$ cat src/design/ptd_pkg.sv
// Shared types and constants of the periodic task dispatcher.
package ptd_pkg;

  // Width of the configuration write data and of the period arithmetic.
  localparam int unsigned DATA_W = 32;

  // Rows of the task table. Task ids and result ids are five bits wide, so
  // the table cannot grow beyond what those fields can name.
  localparam int unsigned MAX_TASKS = 16;

  // At most this many due tasks are reported for one tick.
  localparam int unsigned MAX_RESULTS = 16;

  // Input item kinds.
  localparam logic [2:0] KIND_REG   = 3'd0;
  localparam logic [2:0] KIND_START = 3'd1;
  localparam logic [2:0] KIND_STOP  = 3'd2;
  localparam logic [2:0] KIND_CHPER = 3'd3;
  localparam logic [2:0] KIND_TICK  = 3'd4;

  // Result status codes.
  localparam logic ST_OK  = 1'b0;
  localparam logic ST_REJ = 1'b1;

  // Configuration register indexes.
  localparam logic [1:0] CFG_TICK_SIZE = 2'd0;
  localparam logic [1:0] CFG_TICK_INC  = 2'd1;
  localparam logic [1:0] CFG_LIMIT     = 2'd2;

  typedef struct packed {
    logic [2:0]  kind;
    logic [4:0]  task_id;
    logic [31:0] period;
  } ptd_in_t;

  typedef struct packed {
    logic [2:0] result_kind;
    logic       status;
    logic [4:0] result_task;
    logic       last;
  } ptd_out_t;

  // One row of the task table.
  typedef struct packed {
    logic        running;
    logic [31:0] period;
    logic [31:0] elapsed;
  } ptd_entry_t;

  localparam int unsigned ENTRY_W = $bits(ptd_entry_t);

  typedef enum logic [2:0] {
    S_IDLE,
    S_DIV,
    S_RD,
    S_UPD,
    S_RESP,
    S_TDONE
  } state_e;

endpackage

$ cat src/design/ptd_ram.sv
// Generic single write port, single read port RAM with registered read data.
module ptd_ram #(
  parameter int unsigned WIDTH = 8,
  parameter int unsigned DEPTH = 16,
  localparam int unsigned ADDR_W = (DEPTH > 1) ? $clog2(DEPTH) : 1
) (
  input  logic              clk_i,
  input  logic              we_i,
  input  logic [ADDR_W-1:0] waddr_i,
  input  logic [WIDTH-1:0]  wdata_i,
  input  logic              re_i,
  input  logic [ADDR_W-1:0] raddr_i,
  output logic [WIDTH-1:0]  rdata_o
);

  logic [WIDTH-1:0] mem_q [DEPTH];
  logic [WIDTH-1:0] rdata_q;

  always_ff @(posedge clk_i) begin
    if (we_i) begin
      mem_q[waddr_i] <= wdata_i;
    end
    if (re_i) begin
      rdata_q <= mem_q[raddr_i];
    end
  end

  assign rdata_o = rdata_q;

endmodule

$ cat src/design/ptd_rem.sv
// Bit-serial restoring remainder unit: one dividend bit per cycle.
module ptd_rem
  import ptd_pkg::*;
(
  input  logic              clk_i,
  input  logic              rst_ni,
  input  logic              start_i,
  input  logic [DATA_W-1:0] dividend_i,
  input  logic [DATA_W-1:0] divisor_i,
  output logic              done_o,
  output logic              zero_o
);

  localparam int unsigned CNT_W = $clog2(DATA_W + 1);

  logic              busy_q;
  logic [CNT_W-1:0]  cnt_q;
  logic [DATA_W-1:0] rem_q;
  logic [DATA_W-1:0] dvd_q;
  logic [DATA_W-1:0] div_q;
  logic [DATA_W:0]   trial;
  logic [DATA_W:0]   diff;
  logic              take;

  // Shift the next dividend bit into the partial remainder and subtract
  // the divisor whenever it fits.
  always_comb begin
    trial = {rem_q, dvd_q[DATA_W-1]};
    diff  = trial - {1'b0, div_q};
    take  = (trial >= {1'b0, div_q});
  end

  always_ff @(posedge clk_i or negedge rst_ni) begin
    if (!rst_ni) begin
      busy_q <= 1'b0;
      cnt_q  <= '0;
    end else if (start_i) begin
      busy_q <= 1'b1;
      cnt_q  <= CNT_W'(DATA_W);
    end else if (busy_q) begin
      if (cnt_q == '0) begin
        busy_q <= 1'b0;
      end else begin
        cnt_q <= cnt_q - CNT_W'(1);
      end
    end
  end

  always_ff @(posedge clk_i) begin
    if (start_i) begin
      rem_q <= '0;
      dvd_q <= dividend_i;
      div_q <= divisor_i;
    end else if (busy_q && (cnt_q != '0)) begin
      rem_q <= take ? diff[DATA_W-1:0] : trial[DATA_W-1:0];
      dvd_q <= {dvd_q[DATA_W-2:0], 1'b0};
    end
  end

  assign done_o = busy_q && (cnt_q == '0);
  assign zero_o = (rem_q == '0);

endmodule

$ cat src/design/periodic_task_dispatcher.sv
// Top level of the periodic task dispatcher: sequencer, task table and result register.
//
// Items arrive on the input channel (in_valid_i, in_stall_o, in_data_i) and
// results leave on the output channel (out_valid_o, out_stall_i, out_data_o).
// A beat moves on either channel at a rising edge with valid high and stall low.
// The block works on one item at a time: in_stall_o is low only while the
// sequencer is idle. An item rejected on decode goes straight to S_RESP;
// start and stop pass S_RD and S_UPD; register waits in S_DIV and change
// period passes S_DIV, S_RD and S_UPD, S_DIV waiting on the bit-serial
// remainder unit that checks the period against the tick size, one dividend
// bit per cycle. A tick reads (S_RD) and updates (S_UPD) each registered
// task in turn, through the read and write ports of the task table, then
// ends in S_TDONE. Every item gives one result beat, except a tick
// with due tasks, which gives one beat per due task, the final one flagged by
// last. Results go through a single output register, so a new item may be
// accepted while the previous result still waits there. When the receiver
// stalls, the sequencer holds in place until the output register frees.
// Reset clears the task count, the sequencer and the output register and
// loads the configuration defaults; the table itself is not cleared, as only
// entries that have been registered are ever read.
module periodic_task_dispatcher
  import ptd_pkg::*;
(
  input  logic        clk_i,
  input  logic        rst_ni,
  input  logic        in_valid_i,
  output logic        in_stall_o,
  input  ptd_in_t     in_data_i,
  output logic        out_valid_o,
  input  logic        out_stall_i,
  output ptd_out_t    out_data_o,
  input  logic        cfg_we_i,
  input  logic [1:0]  cfg_idx_i,
  input  logic [31:0] cfg_data_i
);

  localparam int unsigned IDX_W = (MAX_TASKS > 1) ? $clog2(MAX_TASKS) : 1;
  localparam int unsigned CNT_W = $clog2(MAX_TASKS + 1);

  // Configuration registers.
  logic [31:0] tick_size_q;
  logic [15:0] tick_inc_q;
  logic [4:0]  task_limit_q;

  // Sequencer state and item context.
  state_e           state_q, state_d;
  ptd_in_t          item_q;
  logic [CNT_W-1:0] count_q;
  logic [IDX_W-1:0] walk_q;
  logic [4:0]       nres_q;
  logic             pend_valid_q;
  logic [4:0]       pend_id_q;
  logic             resp_status_q;
  logic [4:0]       resp_task_q;

  // Output register.
  logic     out_valid_q;
  ptd_out_t out_q;

  // Combinational decode and datapath.
  logic        in_fire;
  logic        out_free;
  logic [31:0] tick_eff;
  logic        id_ok;
  logic        per_low;
  logic        full;
  logic        go_div;
  logic        go_rd;
  logic        go_tdone;
  logic        rem_start;
  logic        rem_done;
  logic        rem_zero;
  logic [IDX_W-1:0] id_addr;
  ptd_entry_t  rd_entry;
  logic [32:0] sum;
  logic [31:0] e_new;
  logic        due;
  logic        pend_push;
  logic        tick_blocked;
  logic        walk_end;
  logic        reg_write;

  // Memory port signals.
  logic                ram_we;
  logic [IDX_W-1:0]    ram_waddr;
  ptd_entry_t          ram_wentry;
  logic                ram_re;
  logic [IDX_W-1:0]    ram_raddr;
  logic [ENTRY_W-1:0]  ram_rdata;

  // Output load.
  logic     out_load;
  ptd_out_t out_d;

  // ---------------------------------------------------------------------
  // Configuration port.
  // ---------------------------------------------------------------------
  always_ff @(posedge clk_i or negedge rst_ni) begin
    if (!rst_ni) begin
      tick_size_q  <= 32'd1;
      tick_inc_q   <= 16'd1;
      task_limit_q <= 5'd16;
    end else if (cfg_we_i) begin
      case (cfg_idx_i)
        CFG_TICK_SIZE: tick_size_q  <= cfg_data_i;
        CFG_TICK_INC:  tick_inc_q   <= cfg_data_i[15:0];
        CFG_LIMIT:     task_limit_q <= cfg_data_i[4:0];
        default:       ;
      endcase
    end
  end

  // ---------------------------------------------------------------------
  // Item decode at acceptance.
  // ---------------------------------------------------------------------
  assign in_stall_o = (state_q != S_IDLE);
  assign in_fire    = in_valid_i && !in_stall_o;
  assign out_free   = !out_valid_q || !out_stall_i;

  // A zero tick size behaves as a tick size of one.
  assign tick_eff = (tick_size_q == '0) ? 32'd1 : tick_size_q;

  always_comb begin
    id_ok   = (in_data_i.task_id != '0) &&
              (32'(in_data_i.task_id) <= 32'(count_q));
    per_low = (in_data_i.period < tick_eff);
    full    = (32'(count_q) >= 32'(task_limit_q)) || (32'(count_q) >= MAX_TASKS);
    go_div   = 1'b0;
    go_rd    = 1'b0;
    go_tdone = 1'b0;
    case (in_data_i.kind)
      KIND_REG:   go_div = !full && !per_low;
      KIND_START,
      KIND_STOP:  go_rd  = id_ok;
      KIND_CHPER: go_div = id_ok && !per_low;
      KIND_TICK: begin
        go_tdone = (count_q == '0);
        go_rd    = (count_q != '0);
      end
      default:    ;
    endcase
  end

  assign rem_start = in_fire && go_div;

  ptd_rem u_rem (
    .clk_i      (clk_i),
    .rst_ni     (rst_ni),
    .start_i    (rem_start),
    .dividend_i (in_data_i.period),
    .divisor_i  (tick_eff),
    .done_o     (rem_done),
    .zero_o     (rem_zero)
  );

  // ---------------------------------------------------------------------
  // Task table update arithmetic.
  // ---------------------------------------------------------------------
  assign id_addr  = IDX_W'(32'(item_q.task_id) - 32'd1);
  assign rd_entry = ptd_entry_t'(ram_rdata);

  always_comb begin
    // Saturating add of the tick increment to the elapsed count.
    sum          = {1'b0, rd_entry.elapsed} + 33'(tick_inc_q);
    e_new        = sum[32] ? '1 : sum[31:0];
    due          = rd_entry.running && (e_new >= rd_entry.period) &&
                   (nres_q < 5'(MAX_RESULTS));
    pend_push    = due && pend_valid_q;
    tick_blocked = pend_push && !out_free;
    walk_end     = ((32'(walk_q) + 32'd1) >= 32'(count_q));
  end

  assign reg_write = (state_q == S_DIV) && rem_done && rem_zero &&
                     (item_q.kind == KIND_REG);

  // ---------------------------------------------------------------------
  // Sequencer: next state.
  // ---------------------------------------------------------------------
  always_comb begin
    state_d = state_q;
    case (state_q)
      S_IDLE: begin
        if (in_fire) begin
          if (go_div) begin
            state_d = S_DIV;
          end else if (go_rd) begin
            state_d = S_RD;
          end else if (go_tdone) begin
            state_d = S_TDONE;
          end else begin
            state_d = S_RESP;
          end
        end
      end
      S_DIV: begin
        if (rem_done) begin
          if (!rem_zero || (item_q.kind == KIND_REG)) begin
            state_d = S_RESP;
          end else begin
            state_d = S_RD;
          end
        end
      end
      S_RD: state_d = S_UPD;
      S_UPD: begin
        if (item_q.kind == KIND_TICK) begin
          if (!tick_blocked) begin
            state_d = walk_end ? S_TDONE : S_RD;
          end
        end else begin
          state_d = S_RESP;
        end
      end
      S_RESP: begin
        if (out_free) begin
          state_d = S_IDLE;
        end
      end
      S_TDONE: begin
        if (out_free) begin
          state_d = S_IDLE;
        end
      end
      default: state_d = S_IDLE;
    endcase
  end

  // ---------------------------------------------------------------------
  // Sequencer: outputs to the table and the result register.
  // ---------------------------------------------------------------------
  always_comb begin
    ram_we     = 1'b0;
    ram_waddr  = id_addr;
    ram_wentry = rd_entry;
    ram_re     = (state_q == S_RD);
    ram_raddr  = (item_q.kind == KIND_TICK) ? walk_q : id_addr;
    out_load   = 1'b0;
    out_d      = '{result_kind: item_q.kind, status: resp_status_q,
                   result_task: resp_task_q, last: 1'b1};
    case (state_q)
      S_DIV: begin
        if (reg_write) begin
          ram_we     = 1'b1;
          ram_waddr  = count_q[IDX_W-1:0];
          ram_wentry = '{running: 1'b1, period: item_q.period, elapsed: '0};
        end
      end
      S_UPD: begin
        case (item_q.kind)
          KIND_START,
          KIND_STOP: begin
            ram_we             = 1'b1;
            ram_wentry.running = (item_q.kind == KIND_START);
          end
          KIND_CHPER: begin
            ram_we            = 1'b1;
            ram_wentry.period = item_q.period;
          end
          KIND_TICK: begin
            ram_waddr          = walk_q;
            ram_we             = !tick_blocked;
            ram_wentry.elapsed = due ? '0 : e_new;
            // A newly due task pushes the previously found one out, which
            // is then known not to be the final beat of this tick.
            if (pend_push && !tick_blocked) begin
              out_load = 1'b1;
              out_d    = '{result_kind: KIND_TICK, status: ST_OK,
                           result_task: pend_id_q, last: 1'b0};
            end
          end
          default: ;
        endcase
      end
      S_RESP: out_load = out_free;
      S_TDONE: begin
        out_load = out_free;
        out_d    = '{result_kind: KIND_TICK, status: ST_OK,
                     result_task: pend_valid_q ? pend_id_q : 5'd0, last: 1'b1};
      end
      default: ;
    endcase
  end

  ptd_ram #(
    .WIDTH (ENTRY_W),
    .DEPTH (MAX_TASKS)
  ) u_table (
    .clk_i   (clk_i),
    .we_i    (ram_we),
    .waddr_i (ram_waddr),
    .wdata_i (ram_wentry),
    .re_i    (ram_re),
    .raddr_i (ram_raddr),
    .rdata_o (ram_rdata)
  );

  // ---------------------------------------------------------------------
  // Control registers.
  // ---------------------------------------------------------------------
  always_ff @(posedge clk_i or negedge rst_ni) begin
    if (!rst_ni) begin
      state_q      <= S_IDLE;
      count_q      <= '0;
      pend_valid_q <= 1'b0;
      out_valid_q  <= 1'b0;
    end else begin
      state_q <= state_d;
      if (reg_write) begin
        count_q <= count_q + CNT_W'(1);
      end
      if (in_fire) begin
        pend_valid_q <= 1'b0;
      end else if ((state_q == S_UPD) && (item_q.kind == KIND_TICK) &&
                   due && !tick_blocked) begin
        pend_valid_q <= 1'b1;
      end
      if (out_load) begin
        out_valid_q <= 1'b1;
      end else if (!out_stall_i) begin
        out_valid_q <= 1'b0;
      end
    end
  end

  // ---------------------------------------------------------------------
  // Payload registers.
  // ---------------------------------------------------------------------
  always_ff @(posedge clk_i) begin
    if (in_fire) begin
      item_q        <= in_data_i;
      // Items that go straight to a response are all rejections.
      resp_status_q <= (go_div || go_rd || go_tdone) ? ST_OK : ST_REJ;
      resp_task_q   <= '0;
      walk_q        <= '0;
      nres_q        <= '0;
    end
    if ((state_q == S_DIV) && rem_done) begin
      if (!rem_zero) begin
        resp_status_q <= ST_REJ;
      end else if (item_q.kind == KIND_REG) begin
        resp_task_q <= 5'(32'(count_q) + 32'd1);
      end
    end
    if ((state_q == S_UPD) && (item_q.kind == KIND_TICK) && !tick_blocked) begin
      walk_q <= walk_q + IDX_W'(1);
      if (due) begin
        pend_id_q <= 5'(32'(walk_q) + 32'd1);
        nres_q    <= nres_q + 5'd1;
      end
    end
    if (out_load) begin
      out_q <= out_d;
    end
  end

  assign out_valid_o = out_valid_q;
  assign out_data_o  = out_q;

  // ---------------------------------------------------------------------
  // Assertions.
  // ---------------------------------------------------------------------
  // A rejected item never names a task.
  a_rej_no_task : assert property (@(posedge clk_i) disable iff (!rst_ni)
    (out_valid_o && (out_data_o.status == ST_REJ)) |-> (out_data_o.result_task == '0))
    else $error("rejected result carries a task id");

  // Only a tick may give more than one beat.
  a_multi_tick : assert property (@(posedge clk_i) disable iff (!rst_ni)
    (out_valid_o && !out_data_o.last) |-> (out_data_o.result_kind == KIND_TICK))
    else $error("non-final beat on a kind other than tick");

  // The table never holds more tasks than it has rows.
  a_count_bound : assert property (@(posedge clk_i) disable iff (!rst_ni)
    32'(count_q) <= MAX_TASKS)
    else $error("task count beyond table depth");

  // The remainder unit only finishes while the sequencer waits for it.
  a_rem_owner : assert property (@(posedge clk_i) disable iff (!rst_ni)
    rem_done |-> (state_q == S_DIV))
    else $error("remainder unit finished outside its wait state");

endmodule
$ cat config.mk
export PLATFORM = sky130hd
export DESIGN_NAME = periodic_task_dispatcher
export DESIGN_NICKNAME = d
export VERILOG_FILES = /design/src/design/ptd_pkg.sv /design/src/design/ptd_ram.sv /design/src/design/ptd_rem.sv /design/src/design/periodic_task_dispatcher.sv
export SDC_FILE = /design/constraint.sdc
export NUM_CORES = 2
export LEC_CHECK = 0
export BUFFER_PORTS_ARGS = -buffer_cell sky130_fd_sc_hd__clkbuf_2
export CORE_ASPECT_RATIO = 1.5
export CORE_MARGIN = 1.5
export CORE_UTILIZATION = 50
export CTS_BUF_LIST = sky130_fd_sc_hd__clkbuf_8
export DETAILED_ROUTE_END_ITERATION = 10
export MAX_ROUTING_LAYER = met4
export PLACE_DENSITY_LB_ADDON = 0.2
export SETUP_SLACK_MARGIN = 0.2
export SLEW_MARGIN = 20
export SYNTH_ARGS = -nofsm -noshare
export SYNTH_HDL_FRONTEND = slang
export SYNTH_SLANG_ARGS = --single-unit
$ cat constraint.sdc
create_clock -name clk_i -period 11 [get_ports clk_i]
set_input_delay 0 -clock clk_i [delete_from_list [all_inputs] [get_ports clk_i]]
set_output_delay 0 -clock clk_i [all_outputs]
set_load 0.02 [all_outputs]
Word-level counts from Yosys, hierarchy flattened
Memories as Yosys holds them, arrays and structs flattened. A register that Yosys moved wholly into a read port is not among the register bits.
Index checks and enable logic that the tools add are counted.

storage, ports and cells
  flip-flop bits (word level) = 235
  bits in latches = 0
  RAM bits = 1040
  bits in read-only memories = 0
  input bits = 79
  output and inout bits = 12
  word-level logic and storage cells = 184
  memories kept = 1

cells by class
  $add $sub $neg = 9
  $mul = 0
  divide/modulo/power cells = 0
  $lt $le $gt $ge = 8
  eq/ne operators = 21
  shift operators = 0
  muxes and demuxes = 63
  bitwise operators = 0
  reductions and logical operators = 58

memory list
  memory         words  bits a word  read ports  clocked after memory_dff  wr ports  RTL line       source
  u_table.mem_q  16     65           1           1                         1         ptd_ram.sv:16  logic [WIDTH-1:0] mem_q [DEPTH];

operator list
  cell                 number
  $mux 32              8
  $pmux 65 s2          1
  $mux 65              1
  $logic_not 32->1     2
  $mux 5               8
  $add 32x16->33       1
  $ge 33x32->1         1
  $ge 32x32->1         1
  $ge 32x5->1          1
  $lt 32x32->1         1
  $sub 32x32->32       1
  $mux 3               9
  $mux 10              2
  $pmux 10 s2          1
  $logic_and 1x1->1    19
  $mux 1               19
  $eq 3x2->1 const B   6
  $mux 6               3
  $mux 4               4
  $add 5x1->5 const B  3
  $pmux 3 s5           1
  $eq 3x3->1 const B   4
  $pmux 1 s2           5
  $reduce_and 2->1     5
  other kinds (28)     52

Logic depth before layout (Yosys ltp)
  depth after elaboration = 13
  gate-level depth with buffers = 24
  gate-level depth less buffers = 20

Hierarchy
A second synthesis with hierarchy kept.

unflattened totals
  cells, all modules = 3371
  area total of the unflattened synthesis = 56680.6 sq um

modules (own cells, without submodules)
  module                    times used  cells each  area an instance (sq um)  sequential area each (sq um)
  ptd_ram                   1           1673        40894.2                   33181.8
  periodic_task_dispatcher  1           1125        9760.6                    3542.1
  ptd_rem                   1           573         6025.8                    2737.6

Worst setup path before layout
Ideal clock, no wire load.

  kind = reg2reg
  start point = reg u_table.rdata_q[0] (netlist: u_table.rdata_o[0]), read port of u_table.mem_q
  end point = mem u_table.mem_q[4][0] in the netlist's numbering (enable)
  setup time = 0.568 ns
  arrival time = 9.013 ns
  path slack = 1.419 ns
  stages on the path, launching flop included = 22
  cells stage by stage = edfxtp_1 > ha_1 > fa_1 > a211oi_1 > nor2_1 > o221ai_1 > nand4_1 > and3_1 > clkbuf_1 > nand2_1 > clkbuf_1 > buf_1 > nand2_1 > ha_1 > a21o_1 > a21o_1 > a221o_1 > a311oi_1 > o21a_1 > buf_2 > nor3_1 > nor3_1

between the ends
  word-level cells in the longest chain between the ends = 12

ends and longest elaborated chain
  item                            RTL line                         source
  start, declared                 ptd_ram.sv:17                    logic [WIDTH-1:0] rdata_q;
  $add 32x16->33                  periodic_task_dispatcher.sv:164  sum = {1'b0, rd_entry.elapsed} + 33'(tick_inc_q);
  $mux 32                         periodic_task_dispatcher.sv:165  e_new = sum[32] ? '1 : sum[31:0];
  $ge 32x32->1                    periodic_task_dispatcher.sv:166  due = rd_entry.running && (e_new >= rd_entry.period) &&
  $logic_and 1x1->1 (2 in a row)  periodic_task_dispatcher.sv:166
  $logic_and 1x1->1               periodic_task_dispatcher.sv:168  pend_push = due && pend_valid_q;
  $logic_and 1x1->1               periodic_task_dispatcher.sv:169  tick_blocked = pend_push && !out_free;
  $logic_not 1->1                 periodic_task_dispatcher.sv:261  ram_we = !tick_blocked;
  $pmux 1 s2                      periodic_task_dispatcher.sv:249  case (item_q.kind)
  $pmux 1 s2                      periodic_task_dispatcher.sv:240  case (state_q)
  $mux 1                          ptd_ram.sv:20                    if (we_i) begin
  $mux 1 (not written as such)    ptd_ram.sv:21                    mem_q[waddr_i] <= wdata_i;
  end, declared                   ptd_ram.sv:16

No other way between the ends.

Final worst setup path
  start point = reg u_table.rdata_q[0] (netlist: u_table.rdata_o[0]), read port of u_table.mem_q
  end point = mem u_table.mem_q[15][15] in the netlist's numbering (enable)

The elaborated chain is that of the path after synthesis.

==> flow_metrics.tcl <==
set metrics [dict create \
    synth_xor_area_share_pct 0.769 \
    cts-root-buf "clkbuf_8" \
    worstPathCellList "ha_1 > fa_1 > a211oi_1 > nor2_1 > o221ai_1 > nand4_1 > and3_1 > nand2_1 > buf_4 > nand2_1 > ha_1 > a21o_1 > a211o_1 > a41oi_1 > o21ai_0 > a311oi_1 > o21a_1 > buf_4 > o311ai_2 > nor2_4 > buf_4" \
    start_kind "flop" \
    max_slew.worst_pin.slew_ns 1.17 \
    critPathMaxStageDelay_ns 0.70 \
    p_leak_nw 22.5 \
    ys_seq_elements 1340 \
    layout-drive-gt1-share_pct 20.5 \
    syn_area_sq_um 56900 \
    core_sq_um 113000 \
    dr.pass1.iters 6 \
    synth_fp_nets 3625 \
    num_rows 151 \
    tns_ns 0 \
    hold_ws_ns 0.0829 \
    fin_skew_ns 0.0401 \
    grt_usage_pct 26.3 \
    clk_latency_ns 0.90 \
    htreeDepth 4 \
    cts_tree "built" \
    grt_pass1_wl_microns 217000 \
    rsz0062_at_grt "no" \
    overflow 0 \
    cp_data_arrival_time_ns 8.28 \
    path_clk_slew_ns 0.07 \
    grt_start_max_net_pins 149 \
    synthAdderAreaFrac_pct 2.97 \
    final_cell_mix "edfxtp_1, mux4_2, clkbuf_8, dlygate4sd3_1, nand2_1" \
    die_h_microns 416 \
    cts_num_sinks 1340 \
    stdcell_count 5401 \
    crit_path_max_fanout 44 \
    fmax_ghz 0.129 \
    ys_warn_count 0 \
    synth_mux_area_share_pct 12.7 \
    synth-main-ff-cell "edfxtp_1" \
    power.total_mw 14.8 \
    n_fill_cell 8642 \
    worst-setup-path-type "flop to flop" \
    hpwl_microns 91800 \
    status "completed" \
    final_common_cell "edfxtp_1" \
    ant_nets 0 \
    setup_viol 0 \
    dieArea_sq_um 116000 \
    placedCellCount 4850 \
    wl_microns 147000 \
    antenna_found_initial 1 \
    area_growth_pct 14.2 \
    numCtsBuffers 191 \
    final_nets 4002 \
    hold_viol_final 0 \
    irDropWorstVdd_mv 0.126 \
    yosysSeqAreaShare_pct 69.3 \
    syn_inst 3412 \
    drc 0 \
    powerDensity_nw_per_um2 228 \
    ys_async_sr_fraction_pct 5.22 \
    gp_congestion 0.940 \
    synth_top_family_by_area "multiplexers" \
    wire_per_inst_microns 27.1 \
    timing.slew.headroom_pct 21.2 \
    die_w_microns 279 \
    hold_class "primary input to flop" \
    critPathTopFamily "compound AO/OA/AOI/OAI gates" \
    fin_crit_ns 7.78 \
    cp_common_cell "buf_4" \
    ios 91 \
    ctsResizeCount 0 \
    portBuffers 90 \
    slew_violations 0 \
    cp-end-kind "flop" \
    synth.distinct_cells 91 \
    finalCritPeriodShare_pct 70.7 \
    via_count 32600 \
    slowest_stage "a311oi_1" \
    crit_buf_inv 3 \
    avgSynthCellArea_sq_um 16.7 \
    grt_pass1_vias 34400 \
    synth_edf_count 1227 \
    clock_path_buffers 3 \
    drtIter0Drc 3045 \
    via_per_inst 6.03 \
    max_cap_viol_count 0 \
    synth_compound_area_share_pct 6.90 \
    required_ns 11.51 \
    start_util_pct 50.4 \
    synth-simple-area-share_pct 5.00 \
]
-- where the power goes --
group | leakage [nW] | switching (mW) | internal, mW
logic | 8.11 | 2.70 | 1.74
registers | 12.3 | 0.253 | 6.33
clock network | 2.04 | 1.89 | 1.89
-- sequential cells by signal, summed over array words and instances, names as in the netlist, 4 cells and up --
name	flops
u_rem.div_q	32
u_rem.cnt_q	6
pend_id_q	5
task_limit_q	5
tick_size_q	32
u_table.mem_q	1040
u_table.rdata_o	65
u_rem.dvd_q	32
tick_inc_q	16
nres_q	5
count_q	5
walk_q	4
u_rem.rem_q	32
out_data_o	10
resp_task_q	5
item_q	39
-- routing by layer --
| metal | routed length, microns | global-route usage (%) | up-vias |
|---|---|---|---|
| li1 | - | - | 14300 |
| met1 | 56300 | 31.1 | 16900 |
| met2 | 76600 | 44.9 | 1094 |
| met3 | 7400 | 3.94 | 298 |
| met4 | 6300 | 11.5 | 0 |
| met5 | 0 | - | - |
-- repair_timing --
action / in CTS / in global routing
hold endpoints to repair: 252 / 0
buffers inserted: 0 / 0
hold buffers: 198 / 0
-- worst paths after layout --
| path | end | cells after the start | slack, ns | start |
|---|---|---|---|---|
| max | u_table.mem_q[15][15] | 21 | 3.22 | u_table.rdata_o[0] |
| min | u_rem.dvd_q[28] | 3 | 0.08 | in_data_i[28] |
| max reg2reg | u_table.mem_q[15][15] | 21 | 3.22 | u_table.rdata_o[0] |
| min reg2reg | resp_task_q[1] | 2 | 0.47 | resp_task_q[1] |
| max in group asynchronous | u_rem.cnt_q[3] | 4 | 9.53 | rst_ni |
| min in group asynchronous | tick_size_q[30] | 3 | 0.17 | rst_ni |
-- synthesized netlist by cell type, drive strengths merged (5+ instances only) --
master | count | area share (%)
edfxtp | 1227 | 65
inv | 131 | 0.86
xnor2 | 28 | 0.43
a21o | 54 | 0.71
o21a | 23 | 0.30
nand3 | 56 | 0.50
mux2 | 57 | 1.1
nor2 | 97 | 0.64
nor3 | 26 | 0.25
clkbuf | 117 | 0.77
and3 | 13 | 0.14
ha | 132 | 2.9
a32o | 7 | 0.12
a31oi | 14 | 0.15
and2 | 15 | 0.16
o31ai | 11 | 0.16
o21ai | 129 | 1.1
mux2i | 75 | 1.3
nand4 | 22 | 0.24
nand2b | 16 | 0.19
nor4 | 21 | 0.24
nor2b | 76 | 0.84
nor3b | 5 | 0.066
buf | 77 | 0.68
a311oi | 14 | 0.22
dfxtp | 43 | 1.5
o311ai | 5 | 0.10
xor2 | 22 | 0.34
o211ai | 9 | 0.13
nand3b | 5 | 0.066
a211oi | 80 | 1.1
o2111ai | 5 | 0.077
a22o | 20 | 0.31
a21oi | 169 | 1.5
a21boi | 5 | 0.066
mux4 | 260 | 10
dfrtp | 67 | 2.9
nand2 | 186 | 1.2
or3 | 12 | 0.14
o22ai | 17 | 0.20
-- per-stage QoR --
step                util [%]  area, sq um  setup WS [ns]
global route            57.5        65000           2.69
finish                  57.6        65000           3.22
detailed placement      52.5        59300           3.12
CTS                     57.5        64900           3.10
global placement        52.5        59300           3.20
floorplan                  -        56900           1.42
-- layout make-up --
| cell class | count | area [sq um] | area share, % |
|---|---|---|---|
| well taps | 1453 | 1820 | 2.80 |
| inverters | 131 | 492 | 0.756 |
| flip-flops and latches | 1340 | 39500 | 60.7 |
| clock buffers | 201 | 2770 | 4.25 |
| repair buffers | 378 | 3170 | 4.88 |
| multi-input cells | 1747 | 16400 | 25.3 |
| clock inverters | 149 | 872 | 1.34 |
| diodes | 2 | 5.00 | 0.00770 |
-- worst reg2reg max path, delay by kind of cell, from the launching register on --
| family | cells | cell delay [ns] |
|---|---|---|
| buffers and inverters | 3 | 1.51 |
| adder cells (fa/ha/maj) | 3 | 1.01 |
| AO/OA/AOI/OAI | 9 | 2.68 |
| AND/OR/NAND/NOR | 6 | 1.76 |
| flip-flops | 1 | 0.39 |
-- cells by family after synthesis --
| logic type | count (synthesis) |
|---|---|
| AO/OA/AOI/OAI | 601 |
| XOR/XNOR | 50 |
| adder cells (fa/ha/maj) | 134 |
| buffers and inverters | 325 |
| flip-flops | 1340 |
| multiplexers | 392 |
| AND/OR/NAND/NOR | 570 |
(Power assumes the default switching activity.)
